[src/design/cfp_pkg.sv]
`timescale 1ns / 1ps
// shared constants, types and the crc byte update for the frame parser
// no dependencies

package cfp_pkg;

    localparam int MAX_PAYLOAD = 64;
    localparam int STORE_DEPTH = 64;
    localparam int ADDR_W      = 6;
    localparam int LEN_W       = 7;
    localparam int CFG_IDX_W   = 2;

    localparam logic [15:0] CRC_INIT = 16'hFFFF;
    localparam logic [15:0] CRC_POLY = 16'hA001;

    localparam logic [7:0] SYNC_FIRST_RST  = 8'hA5;
    localparam logic [7:0] SYNC_SECOND_RST = 8'h5A;
    localparam logic [7:0] END_FIRST_RST   = 8'h0D;
    localparam logic [7:0] END_SECOND_RST  = 8'h0A;

    typedef enum logic [CFG_IDX_W-1:0] {
        CFG_SYNC_FIRST  = 2'd0,
        CFG_SYNC_SECOND = 2'd1,
        CFG_END_FIRST   = 2'd2,
        CFG_END_SECOND  = 2'd3
    } t_cfg_idx;

    // handoff of a checked frame from the parser to the emitter
    typedef struct packed {
        logic             start;
        logic [7:0]       command;
        logic [LEN_W-1:0] length;
    } t_emit_req;

    // payload store write port
    typedef struct packed {
        logic              en;
        logic [ADDR_W-1:0] addr;
        logic [7:0]        data;
    } t_store_wr;

    // crc-16/modbus, one byte, lsb first
    function automatic logic [15:0] crc_feed(input logic [15:0] crc, input logic [7:0] b);
        logic [15:0] c;
        c = crc ^ {8'h00, b};
        for (int k = 0; k < 8; k++) begin
            if (c[0]) begin
                c = (c >> 1) ^ CRC_POLY;
            end else begin
                c = c >> 1;
            end
        end
        return c;
    endfunction

endpackage

[src/design/cfp_if.sv]
`timescale 1ns / 1ps
// valid/ready channel interfaces: received bytes, results, register writes
// depends on cfp_pkg

interface cfp_rx_if;
    logic       valid;
    logic       ready;
    logic [7:0] rx_byte;

    modport source (output valid, output rx_byte, input ready);
    modport sink   (input valid, input rx_byte, output ready);
endinterface

interface cfp_res_if;
    import cfp_pkg::*;
    logic              valid;
    logic              ready;
    logic [7:0]        command;
    logic [LEN_W-1:0]  pay_len;
    logic [ADDR_W-1:0] byte_index;
    logic [7:0]        payload_byte;
    logic              has_payload;
    logic              last;

    modport source (output valid, output command, output pay_len,
                    output byte_index, output payload_byte, output has_payload,
                    output last, input ready);
    modport sink   (input valid, input command, input pay_len,
                    input byte_index, input payload_byte, input has_payload,
                    input last, output ready);
endinterface

interface cfp_cfg_if;
    import cfp_pkg::*;
    logic                 valid;
    logic                 ready;
    logic [CFG_IDX_W-1:0] idx;
    logic [7:0]           data;

    modport source (output valid, output idx, output data, input ready);
    modport sink   (input valid, input idx, input data, output ready);
endinterface

[src/design/crc_checked_frame_parser_top.sv]
`timescale 1ns / 1ps
// Frame parser with CRC-16/MODBUS check.
// Channels: i_rx takes one received byte per transfer, o_res gives one result
// per payload byte of a checked frame (a single result for an empty frame),
// i_cfg writes the sync and end byte registers (index 0..3).
// While a frame is being received one byte is taken every cycle that the
// source offers one; the crc is updated in the same cycle as the byte is taken.
// Payload bytes go into a 64-entry single-port-write store. After the second
// end byte of a checked frame is taken, the first payload result passes the
// parser's request register, the emitter's busy flag, the store read and the
// output register; the rest follow one per cycle while o_res is ready, set by
// the store read. During emission i_rx.ready is low until the last result is
// in the output register. A stall on o_res holds the output register and the
// store read; nothing is lost. Configuration writes are always taken.
// Reset (i_rst_n low, synchronous) returns the parser to waiting for the first
// sync byte, restores the register defaults and drops any pending result;
// the payload store is not cleared.
// Depends on cfp_pkg, cfp_if, cfp_ram, cfp_parser, cfp_emitter.

module crc_checked_frame_parser_top (
    input  logic      i_clk,
    input  logic      i_rst_n,
    cfp_rx_if.sink    i_rx,
    cfp_cfg_if.sink   i_cfg,
    cfp_res_if.source o_res
);
    import cfp_pkg::*;

    t_store_wr         wr;
    t_emit_req         req;
    logic              busy;
    logic              rd_en;
    logic [ADDR_W-1:0] rd_addr;
    logic [7:0]        rd_data;

    cfp_parser u_parser (
        .i_clk   (i_clk),
        .i_rst_n (i_rst_n),
        .i_rx    (i_rx),
        .i_cfg   (i_cfg),
        .i_busy  (busy),
        .o_wr    (wr),
        .o_req   (req)
    );

    cfp_ram u_ram (
        .i_clk     (i_clk),
        .i_wr      (wr),
        .i_rd_en   (rd_en),
        .i_rd_addr (rd_addr),
        .o_rd_data (rd_data)
    );

    cfp_emitter u_emitter (
        .i_clk     (i_clk),
        .i_rst_n   (i_rst_n),
        .i_req     (req),
        .o_busy    (busy),
        .o_rd_en   (rd_en),
        .o_rd_addr (rd_addr),
        .i_rd_data (rd_data),
        .o_res     (o_res)
    );

endmodule

[src/design/cfp_ram.sv]
`timescale 1ns / 1ps
// payload store: one write port, one read port with registered read data
// depends on cfp_pkg

module cfp_ram (
    input  logic                       i_clk,
    input  cfp_pkg::t_store_wr         i_wr,
    input  logic                       i_rd_en,
    input  logic [cfp_pkg::ADDR_W-1:0] i_rd_addr,
    output logic [7:0]                 o_rd_data
);
    import cfp_pkg::*;

    logic [7:0] r_mem [STORE_DEPTH];
    logic [7:0] r_rd_data;

    always_ff @(posedge i_clk) begin
        if (i_wr.en) begin
            r_mem[i_wr.addr] <= i_wr.data;
        end
        // read data holds while no read is issued
        if (i_rd_en) begin
            r_rd_data <= r_mem[i_rd_addr];
        end
    end

    assign o_rd_data = r_rd_data;

endmodule

[src/design/cfp_parser.sv]
`timescale 1ns / 1ps
// frame recognizer: sync/length/command/payload/crc/end, running crc,
// configuration registers, writes payload into the store; depends on cfp_pkg, cfp_if

module cfp_parser (
    input  logic               i_clk,
    input  logic               i_rst_n,
    cfp_rx_if.sink             i_rx,
    cfp_cfg_if.sink            i_cfg,
    input  logic               i_busy,
    output cfp_pkg::t_store_wr o_wr,
    output cfp_pkg::t_emit_req o_req
);
    import cfp_pkg::*;

    typedef enum logic [3:0] {
        PH_SYNC0, PH_SYNC1, PH_LEN, PH_CMD, PH_DATA,
        PH_CHK0, PH_CHK1, PH_END0, PH_END1
    } t_phase;

    t_phase           r_phase, n_phase;
    logic [LEN_W-1:0] r_len, n_len;
    logic [LEN_W-1:0] r_fill, n_fill;
    logic [7:0]       r_cmd, n_cmd;
    logic [15:0]      r_crc, n_crc;
    logic [15:0]      r_chk, n_chk;
    logic [7:0]       r_sync_first, r_sync_second, r_end_first, r_end_second;
    t_emit_req        r_req, n_req;

    logic        take;
    logic        restart;
    logic [7:0]  b;
    logic [15:0] crc_next;
    logic [15:0] crc_sync;
    logic [LEN_W-1:0] fill_inc;

    // no bytes while the emitter reads the store
    assign i_rx.ready = !i_busy && !r_req.start;
    assign i_cfg.ready = 1'b1;
    assign take = i_rx.valid && i_rx.ready;
    assign b = i_rx.rx_byte;
    assign fill_inc = r_fill + LEN_W'(1);
    assign crc_next = crc_feed(r_crc, b);
    // crc of a byte that opens a new frame
    assign crc_sync = crc_feed(CRC_INIT, b);

    always_comb begin
        n_phase = r_phase;
        n_len   = r_len;
        n_fill  = r_fill;
        n_cmd   = r_cmd;
        n_crc   = r_crc;
        n_chk   = r_chk;
        n_req   = '0;
        restart = 1'b0;
        o_wr    = '0;
        o_wr.addr = r_fill[ADDR_W-1:0];
        o_wr.data = b;

        if (take) begin
            case (r_phase)
                PH_SYNC0: restart = 1'b1;
                PH_SYNC1: begin
                    if (b == r_sync_second) begin
                        n_crc   = crc_next;
                        n_phase = PH_LEN;
                    end else begin
                        restart = 1'b1;
                    end
                end
                PH_LEN: begin
                    if (b <= 8'(MAX_PAYLOAD)) begin
                        n_len   = b[LEN_W-1:0];
                        n_fill  = '0;
                        n_crc   = crc_next;
                        n_phase = PH_CMD;
                    end else begin
                        restart = 1'b1;
                    end
                end
                PH_CMD: begin
                    n_cmd   = b;
                    n_crc   = crc_next;
                    n_phase = (r_len == '0) ? PH_CHK0 : PH_DATA;
                end
                PH_DATA: begin
                    o_wr.en = 1'b1;
                    n_crc   = crc_next;
                    n_fill  = fill_inc;
                    if (fill_inc >= r_len) begin
                        n_phase = PH_CHK0;
                    end
                end
                PH_CHK0: begin
                    n_chk   = {8'h00, b};
                    n_phase = PH_CHK1;
                end
                PH_CHK1: begin
                    n_chk   = {b, r_chk[7:0]};
                    n_phase = PH_END0;
                end
                PH_END0: begin
                    if (b == r_end_first) begin
                        n_phase = PH_END1;
                    end else begin
                        restart = 1'b1;
                    end
                end
                PH_END1: begin
                    if (b != r_end_second || r_crc != r_chk) begin
                        restart = 1'b1;
                    end else begin
                        n_req.start   = 1'b1;
                        n_req.command = r_cmd;
                        n_req.length  = r_len;
                        n_phase = PH_SYNC0;
                        n_len   = '0;
                        n_fill  = '0;
                        n_cmd   = '0;
                        n_crc   = CRC_INIT;
                        n_chk   = '0;
                    end
                end
                default: restart = 1'b1;
            endcase

            // back to idle; the offending byte may open a new frame
            if (restart) begin
                n_phase = PH_SYNC0;
                n_len   = '0;
                n_fill  = '0;
                n_cmd   = '0;
                n_crc   = CRC_INIT;
                n_chk   = '0;
                if (b == r_sync_first) begin
                    n_crc   = crc_sync;
                    n_phase = PH_SYNC1;
                end
            end
        end
    end

    always_ff @(posedge i_clk) begin
        if (!i_rst_n) begin
            r_phase       <= PH_SYNC0;
            r_len         <= '0;
            r_fill        <= '0;
            r_cmd         <= '0;
            r_crc         <= CRC_INIT;
            r_chk         <= '0;
            r_req         <= '0;
            r_sync_first  <= SYNC_FIRST_RST;
            r_sync_second <= SYNC_SECOND_RST;
            r_end_first   <= END_FIRST_RST;
            r_end_second  <= END_SECOND_RST;
        end else begin
            r_phase <= n_phase;
            r_len   <= n_len;
            r_fill  <= n_fill;
            r_cmd   <= n_cmd;
            r_crc   <= n_crc;
            r_chk   <= n_chk;
            r_req   <= n_req;
            if (i_cfg.valid && i_cfg.ready) begin
                case (t_cfg_idx'(i_cfg.idx))
                    CFG_SYNC_FIRST:  r_sync_first  <= i_cfg.data;
                    CFG_SYNC_SECOND: r_sync_second <= i_cfg.data;
                    CFG_END_FIRST:   r_end_first   <= i_cfg.data;
                    CFG_END_SECOND:  r_end_second  <= i_cfg.data;
                    default: ;
                endcase
            end
        end
    end

    assign o_req = r_req;

endmodule

[src/design/cfp_emitter.sv]
`timescale 1ns / 1ps
// result emitter: walks the payload store of a checked frame, one read per
// cycle while o_res is not stalled, into an output register; depends on cfp_pkg, cfp_if

module cfp_emitter (
    input  logic                       i_clk,
    input  logic                       i_rst_n,
    input  cfp_pkg::t_emit_req         i_req,
    output logic                       o_busy,
    output logic                       o_rd_en,
    output logic [cfp_pkg::ADDR_W-1:0] o_rd_addr,
    input  logic [7:0]                 i_rd_data,
    cfp_res_if.source                  o_res
);
    import cfp_pkg::*;

    logic              r_busy;
    logic              r_empty;
    logic [7:0]        r_cmd;
    logic [LEN_W-1:0]  r_len;
    logic [LEN_W-1:0]  r_rd_cnt;
    logic              r_pend;
    logic [ADDR_W-1:0] r_pend_idx;
    logic              r_pend_last;

    logic              r_out_valid;
    logic [7:0]        r_out_cmd;
    logic [LEN_W-1:0]  r_out_len;
    logic [ADDR_W-1:0] r_out_idx;
    logic [7:0]        r_out_byte;
    logic              r_out_has;
    logic              r_out_last;

    logic out_free, load_data, load_empty, rd_left, rd_en;
    logic [LEN_W-1:0] rd_cnt_inc;

    assign out_free   = !r_out_valid || o_res.ready;
    // r_pend: registered store data not yet moved to the output
    assign load_data  = r_pend && out_free;
    assign load_empty = r_empty && out_free;
    assign rd_left    = r_busy && !r_empty && (r_rd_cnt != r_len);
    assign rd_en      = rd_left && (!r_pend || load_data);
    assign rd_cnt_inc = r_rd_cnt + LEN_W'(1);

    always_ff @(posedge i_clk) begin
        if (!i_rst_n) begin
            r_busy      <= 1'b0;
            r_empty     <= 1'b0;
            r_rd_cnt    <= '0;
            r_pend      <= 1'b0;
            r_out_valid <= 1'b0;
        end else begin
            if (i_req.start) begin
                r_busy   <= 1'b1;
                r_cmd    <= i_req.command;
                r_len    <= i_req.length;
                r_rd_cnt <= '0;
                r_empty  <= (i_req.length == '0);
            end

            if (rd_en) begin
                r_pend      <= 1'b1;
                r_pend_idx  <= r_rd_cnt[ADDR_W-1:0];
                r_pend_last <= (rd_cnt_inc == r_len);
                r_rd_cnt    <= rd_cnt_inc;
            end else if (load_data) begin
                r_pend <= 1'b0;
            end

            if (load_data) begin
                r_out_valid <= 1'b1;
                r_out_cmd   <= r_cmd;
                r_out_len   <= r_len;
                r_out_idx   <= r_pend_idx;
                r_out_byte  <= i_rd_data;
                r_out_has   <= 1'b1;
                r_out_last  <= r_pend_last;
                if (r_pend_last) begin
                    r_busy <= 1'b0;
                end
            end else if (load_empty) begin
                r_out_valid <= 1'b1;
                r_out_cmd   <= r_cmd;
                r_out_len   <= '0;
                r_out_idx   <= '0;
                r_out_byte  <= '0;
                r_out_has   <= 1'b0;
                r_out_last  <= 1'b1;
                r_empty     <= 1'b0;
                r_busy      <= 1'b0;
            end else if (o_res.ready) begin
                r_out_valid <= 1'b0;
            end
        end
    end

    assign o_busy    = r_busy;
    assign o_rd_en   = rd_en;
    assign o_rd_addr = r_rd_cnt[ADDR_W-1:0];

    assign o_res.valid        = r_out_valid;
    assign o_res.command      = r_out_cmd;
    assign o_res.pay_len      = r_out_len;
    assign o_res.byte_index   = r_out_idx;
    assign o_res.payload_byte = r_out_byte;
    assign o_res.has_payload  = r_out_has;
    assign o_res.last         = r_out_last;

endmodule
[src/flat_wrapper.sv]
// flat-port wrapper written by rule: the top's interface ports become plain ports
module crc_checked_frame_parser_top_flat import cfp_pkg::*;
  (i_clk, i_rst_n, i_rx_valid, i_rx_rx_byte, i_rx_ready, i_cfg_valid, i_cfg_idx, i_cfg_data, i_cfg_ready, o_res_valid, o_res_command, o_res_pay_len, o_res_byte_index, o_res_payload_byte, o_res_has_payload, o_res_last, o_res_ready);
  cfp_rx_if i_rx_i ();
  cfp_cfg_if i_cfg_i ();
  cfp_res_if o_res_i ();
  input  logic i_clk;
  input  logic i_rst_n;
  input wire logic [$bits(i_rx_i.valid)-1:0] i_rx_valid;
  input wire logic [$bits(i_rx_i.rx_byte)-1:0] i_rx_rx_byte;
  output wire logic [$bits(i_rx_i.ready)-1:0] i_rx_ready;
  input wire logic [$bits(i_cfg_i.valid)-1:0] i_cfg_valid;
  input wire logic [$bits(i_cfg_i.idx)-1:0] i_cfg_idx;
  input wire logic [$bits(i_cfg_i.data)-1:0] i_cfg_data;
  output wire logic [$bits(i_cfg_i.ready)-1:0] i_cfg_ready;
  output wire logic [$bits(o_res_i.valid)-1:0] o_res_valid;
  output wire logic [$bits(o_res_i.command)-1:0] o_res_command;
  output wire logic [$bits(o_res_i.pay_len)-1:0] o_res_pay_len;
  output wire logic [$bits(o_res_i.byte_index)-1:0] o_res_byte_index;
  output wire logic [$bits(o_res_i.payload_byte)-1:0] o_res_payload_byte;
  output wire logic [$bits(o_res_i.has_payload)-1:0] o_res_has_payload;
  output wire logic [$bits(o_res_i.last)-1:0] o_res_last;
  input wire logic [$bits(o_res_i.ready)-1:0] o_res_ready;
  assign i_rx_i.valid = i_rx_valid;
  assign i_rx_i.rx_byte = i_rx_rx_byte;
  assign i_rx_ready = i_rx_i.ready;
  assign i_cfg_i.valid = i_cfg_valid;
  assign i_cfg_i.idx = i_cfg_idx;
  assign i_cfg_i.data = i_cfg_data;
  assign i_cfg_ready = i_cfg_i.ready;
  assign o_res_valid = o_res_i.valid;
  assign o_res_command = o_res_i.command;
  assign o_res_pay_len = o_res_i.pay_len;
  assign o_res_byte_index = o_res_i.byte_index;
  assign o_res_payload_byte = o_res_i.payload_byte;
  assign o_res_has_payload = o_res_i.has_payload;
  assign o_res_last = o_res_i.last;
  assign o_res_i.ready = o_res_ready;
  crc_checked_frame_parser_top u_core (.i_clk(i_clk), .i_rst_n(i_rst_n), .i_rx(i_rx_i), .i_cfg(i_cfg_i), .o_res(o_res_i));
endmodule
[config.mk]
export PLATFORM = sky130hd
export DESIGN_NAME = crc_checked_frame_parser_top_flat
export DESIGN_NICKNAME = d
export VERILOG_FILES = /design/src/design/cfp_pkg.sv /design/src/design/cfp_if.sv /design/src/design/crc_checked_frame_parser_top.sv /design/src/design/cfp_ram.sv /design/src/design/cfp_parser.sv /design/src/design/cfp_emitter.sv /design/src/flat_wrapper.sv
export SDC_FILE = /design/constraint.sdc
export NUM_CORES = 1
export LEC_CHECK = 0
export ABC_AREA = 1
export CORE_MARGIN = 2
export CORE_UTILIZATION = 57
export CTS_CLUSTER_DIAMETER = 120
export DETAILED_ROUTE_END_ITERATION = 12
export DONT_BUFFER_PORTS = 1
export GPL_TIMING_DRIVEN = 0
export PLACE_DENSITY_LB_ADDON = 0.25
export SLEW_MARGIN = 0
export SYNTH_ARGS = -nofsm -noshare
export SYNTH_HDL_FRONTEND = slang
export SYNTH_SLANG_ARGS = --single-unit
export TNS_END_PERCENT = 100
[constraint.sdc]
create_clock -name i_clk -period 2.35 [get_ports i_clk]
set_input_delay 0.235 -clock i_clk [delete_from_list [all_inputs] [get_ports i_clk]]
set_output_delay 0.235 -clock i_clk [all_outputs]
set_load 0.01 [all_outputs]
==> results of run 1 <==
-- path summary, 6_finish.rpt --
kind,slack [ns],from,end
setup / recovery,-0.13,u_core.u_parser.r_fill[3],u_core.u_ram.r_mem[19][1]
hold / removal,-0.009,i_rx_rx_byte[7],u_core.u_ram.r_mem[47][7]
setup reg to reg,-0.13,u_core.u_parser.r_fill[3],u_core.u_ram.r_mem[19][1]
hold reg to reg,0.40,u_core.u_parser.o_req[13],u_core.u_emitter.r_cmd[6]
-- layer usage --
layer | wire (um) | part of all wire | vias up | track usage
met5 | 52 | 0.00053 | - | 0
met4 | 6400 | 0.065 | 8 | 0.212
met3 | 12800 | 0.13 | 393 | 0.0990
met2 | 44100 | 0.45 | 1774 | 0.562
met1 | 35000 | 0.36 | 10900 | 0.485
li1 | - | - | 9587 | -
-- worst reg2reg max path: cells and delay by family, from the launching register on --
kind / cells / cell delay, ns
AND/OR/NAND/NOR: 2 / 1.51
buffers and inverters: 1 / 0.24
flip-flops: 1 / 0.37
-- state kept, by name (all words and copies together) (netlist names), 16 cells and up --
register / count
u_core.u_parser.o_req: 16
u_core.u_parser.r_chk: 16
u_core.u_parser.r_crc: 16
u_core.u_ram.r_mem: 512
-- per-stage QoR --
stage          hold WS [ns]  setup TNS, ns
2_1_floorplan         0.334        -0.0544
3_3_place_gp          0.340        -560.82
3_5_place_dp          0.342        -596.14
4_1_cts             0.00104              0
5_1_grt             0.00411         -24.20
6_report           -0.00860          -3.69
-- what timing repair did --
item	in CTS	in global routing
pin swaps	84	51
resized for setup	413	197
endpoints found under the setup margin	570	527
hold endpoints to repair	552	0
gates cloned	1	0
buffers inserted	98	20
hold buffers	29	0
-- logic make-up (layout without fill, tap and decap cells) --
| family | after synthesis | after routing | share of synthesized area |
|---|---|---|---|
| adders and majority gates | 14 | 14 | 0.00613 |
| AOI/OAI and AO/OA | 592 | 592 | 0.114 |
| xor gates and xnor gates | 78 | 78 | 0.0244 |
| other | 1 | 3 | 0.000131 |
| DFF | 690 | 690 | 0.684 |
| and+or+nand+nor | 928 | 928 | 0.131 |
| buffers and inverters | 277 | 547 | 0.0399 |
-- area by class of cell --
cell class              count  area [um2]
flip-flops and latches    690       19600
fillers                  3366       14500
multi-input cells        1613        9340
clock buffers              84        1880
repair buffers            148        1850
plain buffers             143        1040
well taps                 672         841
inverters                 129         489
clock inverters            43         358
diodes                      2        5.00
-- cell usage in the layout, fill, tap and decap left out, types with 8 or more instances in the layout --
master           n
clkbuf_4        20
dfxtp_1        107
nor2_1         458
xnor2_1         26
buf_8            9
clkbuf_1        32
nor2_2          16
xor2_1          50
clkbuf_2        33
clkbuf_8        10
o21ai_2         16
buf_6           15
clkinv_2         8
nand3_1         86
o21ai_0        300
o211ai_1        22
buf_2           19
buf_16           8
inv_2            8
buf_4           86
nand2_2         13
a21oi_1         40
o22ai_4          8
nor2_4          88
nor3_1           8
o22ai_2         48
o21ai_1         55
buf_12          45
clkinv_1        19
o22ai_1         81
clkbuf_16       72
ha_1            11
edfxtp_1       573
dlygate4sd3_1   21
inv_1          115
nand4_1         17
nand2_1        214
-- report_power, final --
group | switching (mW) | internal [mW] | leakage (nW) | total, mW
clock | 4.88 | 6.18 | 1.08 | 11.1
sequential | 0.147 | 13.4 | 6.16 | 13.5
combinational | 1.09 | 0.572 | 5.26 | 1.66
==> results.yml, run 1 <==
outcome:
  run_status: "complete, but fails checks"
  failed_checks: "hold timing, setup timing"
placed_design:
  gp_routability_congestion: 1.04
  pre_cts_slack_ns: -1.41
  dpl.cell_count: 3252
  detailedPlacementHpwl_mm: 59.8
  cell_area_placed_mm2: 0.0294
  portBuffers: 0
route:
  dr_total_vias: 22700
  routed_wl_mm: 98.4
  ant_nets: 0
  route.detailed.drc: 0
  wl_per_cell_um: 27.9
  dr.pass1.iters: 7
  drt-vias-per-instance: 6.43
  first_iter_violations: 3511
critical_path:
  critical-path-slowest-cell: "nand3_1"
  worst_r2r_path_depth: 3
  worst_setup_path_type: "flip-flop to flip-flop"
  cp_top_family: "simple AND/OR/NAND/NOR gates"
  max_stage_delay_on_crit_path_ns: 0.91
  path_cells: "inv_1 > nand3_1 > nor2_4"
  endpoint_kind: "flip-flop"
  worstPathBufferInverterCount: 1
  cp-start-kind: "flip-flop"
  path_max_fanout: 8
  cp.required_ns: 2.62
  critical_path_cell_count: 3
  cp_data_arrival_time_ns: 2.76
floorplanning:
  row_count: 82
  chipHeight_um: 228
  floorplan.core_area_mm2: 0.0499
  dieWidth_um: 228
  floorplan.initialDensity: 0.573
  die_area_mm2: 0.0519
  top_level_port_count: 57
cts:
  cts_inserted_buffers: 69
  cts_num_sinks: 690
  h-tree-depth: 3
  clk_transition_reported_paths_ns: 0.07
  clock_tree.buffer_depth: 3
  clock_latency_ns: 0.63
  clk_root_buffer_cell: "clkbuf_16"
  cts_tree: "done"
sta:
  finClkSkew_ns: 0.0341
  timing.final.crit_period_ns: 2.48
  timing_hold_violations_final: 4
  final_max_slew_viol_count: 0
  layout_worst_path_cycle_share: 1.06
  max_freq_mhz: 403
  worst_slew_pin_tran_ns: 1.26
  worst_slew_margin_rel: 0.155
  setup_ws_ns: -0.133
  report.final.setup_viol: 68
  rsz0062_at_grt: "yes"
  hold_slack_ns: -0.00860
finish:
  postLayoutCoreUtil: 0.710
  postLayoutCellArea_mm2: 0.0354
  drive_above_1_share: 0.208
  instances_no_fill: 3524
  syn2layout_area_growth_pct: 23.8
  num-nets-final: 2831
hold_path:
  worst_hold_path_type: "input pin to flip-flop"
  whs_path_depth: 1
logic_synthesis:
  yosysTopAreaCell: "edfxtp_1"
  ys_ff_latch: 690
  avgSynthCellArea_um2: 11.1
  yosysSeqAreaShare: 0.684
  count_of_flip_flops_with_a_built_in_enable_after_synthesis: 573
  post-synth-top-count-cell: "edfxtp_1"
  post_synth_main_area_contributors: "edfxtp_1, dfxtp_1, nor2_1, o21ai_0, o22ai_1"
  synth_top_flop_cell: "edfxtp_1"
  ys_types: 41
  synth_common_cells: "edfxtp_1, nor2_1, o21ai_0, nand2_1, o22ai_1"
  synthesis.area_mm2: 0.0286
  synth_async_reset_ratio: 0
  synthesis.yosys.warnings: 0
  yosysTopAreaCellShare: 0.602
  post_synth_inst_count: 2580
  synthesis.nets: 2617
power_and_ir_drop:
  power.density_cell_area_mw_per_mm2: 742
  p_leak_nw: 12.5
  total_power_mw: 26.2
  worst_ir_drop_vdd_v: 0.000745
global_routing:
  antenna_violations_before_repair: 6
  first_global_vias: 21300
  grt_overflow: 0
  grt_start_max_net_pins: 65
  grt_first_pass_wirelength_mm: 140
  grt_util_overall: 0.370
job:
  maxCapViolations: 0
Note: power is estimated with default switching activity, not from simulation.
==> run 2: changes to the inputs <==
--- a/config.mk
+++ b/config.mk
@@ -16,5 +16,6 @@
 export SLEW_MARGIN = 0
 export SYNTH_ARGS = -nofsm -noshare
 export SYNTH_HDL_FRONTEND = slang
+export SYNTH_HIERARCHICAL = 1
 export SYNTH_SLANG_ARGS = --single-unit
 export TNS_END_PERCENT = 100
==> run 2 against run 1 <==
Effect of this change:
- the run ends with setup timing left
- critical path depth grew 13
- setup slack better by 0.12 ns
- flip-flop and latch count unchanged
- largest cell class unchanged
- routed wire length shrank 16%
- worst hold slack gained 0.045 ns
- clock-buffer cell count increased by 11
- sequential power about the same
- total power up 1.9%
- combinational power is 38% higher
- first-iteration DRC count shrank 35%
- critical endpoint is now u_core/u_parser/r_phase[1]
- clock power about the same
==> results.yml, run 2 <==
outcome:
  run_status: "complete, but fails checks"
  failed_checks: "setup timing"
global_routing:
  grt_first_pass_wirelength_mm: 124
  grt_start_max_net_pins: 65
  first_global_vias: 21100
  antenna_violations_before_repair: 0
  grt_overflow: 0
  grt_util_overall: 0.308
power_and_ir_drop:
  combinationalPowerShare: 0.086
  pwr-share-seq: 0.509
  internal_power_mw: 20.3
  worst_ir_drop_vdd_v: 0.000629
  share_clk_of_total_power: 0.405
  sw_frac_of_total: 0.241
  total_power_mw: 26.7
  power.density_cell_area_mw_per_mm2: 779
  p_leak_nw: 12.8
  p_switching_mw: 6.43
critical_path:
  cp-start-kind: "flip-flop"
  worstPathBufferInverterCount: 4
  critical-path-slowest-cell: "dfxtp_2"
  endpoint_kind: "flip-flop"
  path_cells: "buf_6 > ha_4 > nand3_4 > nor2_4 > nand2_2 > xor2_2 > inv_2 > ha_4 > a21oi_2 > o21a_1 > o221ai_2 > o21ai_2 > buf_6 > inv_4 > nand3_2 > a21oi_2"
  critical_path_cell_count: 16
  max_stage_delay_on_crit_path_ns: 0.34
  cp_data_arrival_time_ns: 2.84
  path_max_fanout: 6
  cp_top_family: "compound AO/OA/AOI/OAI gates"
  worst_r2r_path_depth: 16
  worst_setup_path_type: "flip-flop to flip-flop"
  cp.required_ns: 2.83
floorplanning:
  floorplan.core_area_mm2: 0.0522
  die_area_mm2: 0.0545
  floorplan.initialDensity: 0.574
  chipHeight_um: 233
  dieWidth_um: 233
  top_level_port_count: 57
  row_count: 84
sta:
  max_freq_mhz: 423
  report.final.setup_viol: 2
  final_max_slew_viol_count: 0
  finClkSkew_ns: 0.0196
  timing.final.crit_period_ns: 2.36
  rsz0062_at_grt: "yes"
  worst_slew_pin_tran_ns: 0.992
  setup_ws_ns: -0.0131
  layout_worst_path_cycle_share: 1.01
  timing_hold_violations_final: 0
  hold_slack_ns: 0.0367
  finalSetupTns_ns: -0.0142
  worst_slew_margin_rel: 0.333
logic_synthesis:
  yosysTopAreaCell: "edfxtp_1"
  synth_async_reset_ratio: 0
  count_of_flip_flops_with_a_built_in_enable_after_synthesis: 573
  synth_top_flop_cell: "edfxtp_1"
  post-synth-top-count-cell: "nand2_1"
  ys_ff_latch: 690
  ys_types: 45
  synthesis.nets: 2900
  synthesis.area_mm2: 0.0300
  synthesis.yosys.warnings: 6
  post_synth_main_area_contributors: "edfxtp_1, nand2_1, nand3_1, dfxtp_1, nor2_1"
  yosysSeqAreaShare: 0.652
  avgSynthCellArea_um2: 10.5
  post_synth_inst_count: 2863
  synth_common_cells: "nand2_1, edfxtp_1, nand3_1, nor2_1, dfxtp_1"
  yosysTopAreaCellShare: 0.574
cts:
  clock_latency_ns: 0.62
  clk_transition_reported_paths_ns: 0.06
  clk_root_buffer_cell: "clkbuf_16"
  cts_num_sinks: 690
  cts_tree: "done"
  clock_tree.buffer_depth: 3
  h-tree-depth: 3
  cts_inserted_buffers: 71
placed_design:
  pre_cts_slack_ns: -0.971
  portBuffers: 0
  gp_routability_congestion: 0.962
  detailedPlacementHpwl_mm: 55.0
route:
  first_iter_violations: 2277
  drt-vias-per-instance: 5.84
  detailroute.wirelength.met2_mm: 38.6
  wl_per_cell_um: 22.0
  routed_wl_mm: 82.3
  route.detailed.drc: 0
  highest_signal_layer: "met4"
  dr.pass1.iters: 6
  routed_met1_length_mm: 31.9
  dr_total_vias: 21800
  ant_nets: 0
  dr_wl_met3_mm: 8.20
hold_path:
  whs_path_depth: 5
  worst_hold_path_type: "input pin to flip-flop"
finish:
  layout_commonest_cell: "nand2_1"
  final_cell_mix: "nand2_1, edfxtp_1, nand3_1"
  filler_cell_count: 3935
  syn2layout_area_growth_pct: 14.5
  largest_register_ffs: 512
  num-nets-final: 3026
  drive_above_1_share: 0.151
  antenna_cells_inserted: 0
  top_register: "u_core/u_ram/r_mem"
job:
  maxCapViolations: 0
-- run 2: changes by cell type after synthesis, moves of 37 or more --
cell,previous run,this run
nand2_1,225,849
buf_6,4,42
o21ai_0,371,22
o22ai_1,137,0
buf_4,7,44
nor2_1,556,222
nand3_1,97,524
clkbuf_1,98,25
-- run 2: per-layer routing --
metal  track usage  vias up
li1              -    10000
met1         0.406    10500
met2         0.491     1103
met3        0.0651      208
met4         0.143        0
met5             0        -
-- run 2: layout make-up --
type	count	area [um2]	area share
buffer	169	1280	0.0374
tap	688	861	0.0251
sequential	690	19600	0.570
clock inverter	36	290	0.00846
clock buffer	95	1950	0.0568
inverter	119	457	0.0133
multi-input combinational	1881	9400	0.274
timing repair buffer	57	524	0.0153
-- run 2: kinds of logic (layout without fill, tap and decap cells) --
kind of cell / count (synthesis) / after routing / synth area share
compound gates: 105 / 105 / 0.0197
xor+xnor: 81 / 81 / 0.0241
other cells: 1 / 1 / 0.000125
simple gates: 1680 / 1680 / 0.243
flops: 690 / 690 / 0.652
buf+inv: 292 / 476 / 0.0555
fa+ha+maj: 14 / 14 / 0.00584
-- run 2: what timing repair did --
action | 4_1_cts | 5_1_grt
hold buffers | 16 | 0
setup buffers | 35 | 6
resized for setup | 112 | 69
pin swaps | 21 | 12
hold endpoints to repair | 49 | 0
endpoints found under the setup margin | 524 | 411
-- run 2: worst min-delay path, stage by stage --
cell	delay, ns
buf_6	0.14
nand2_1	0.07
nand3_1	0.07
nand2_1	0.06
nor2_1	0.03
-- run 2: power by group through the flow --
stage / logic [mW] / registers, mW / clock network, mW
floorplan: 1.54 / 13.8 / 0
global placement: 1.95 / 13.8 / 0
detailed placement: 2.02 / 13.9 / 0
CTS: 2.17 / 13.6 / 11.0
global route: 2.51 / 13.6 / 11.4
finish: 2.29 / 13.6 / 10.8
-- run 2: worst paths after layout --
path	end	startpoint	slack, ns
setup reg to reg	u_core/u_parser/r_phase[1]	u_core/u_parser/r_fill[1]	-0.01
hold reg to reg	u_core/u_emitter/r_cmd[7]	u_core/u_parser/o_req[14]	0.40
hold / removal	u_core/u_parser/r_chk[12]	i_rx_rx_byte[4]	0.04
setup / recovery	u_core/u_parser/r_phase[1]	u_core/u_parser/r_fill[1]	-0.01
-- run 2: stage by stage --
stage | util | instance area [um2] | std cells
2_1_floorplan | - | 30100 | 2863
3_3_place_gp | 0.593 | 31000 | 3551
3_5_place_dp | 0.593 | 31000 | 3551
4_1_cts | 0.651 | 34000 | 3732
5_1_grt | 0.657 | 34300 | 3735
6_report | 0.657 | 34300 | 3735
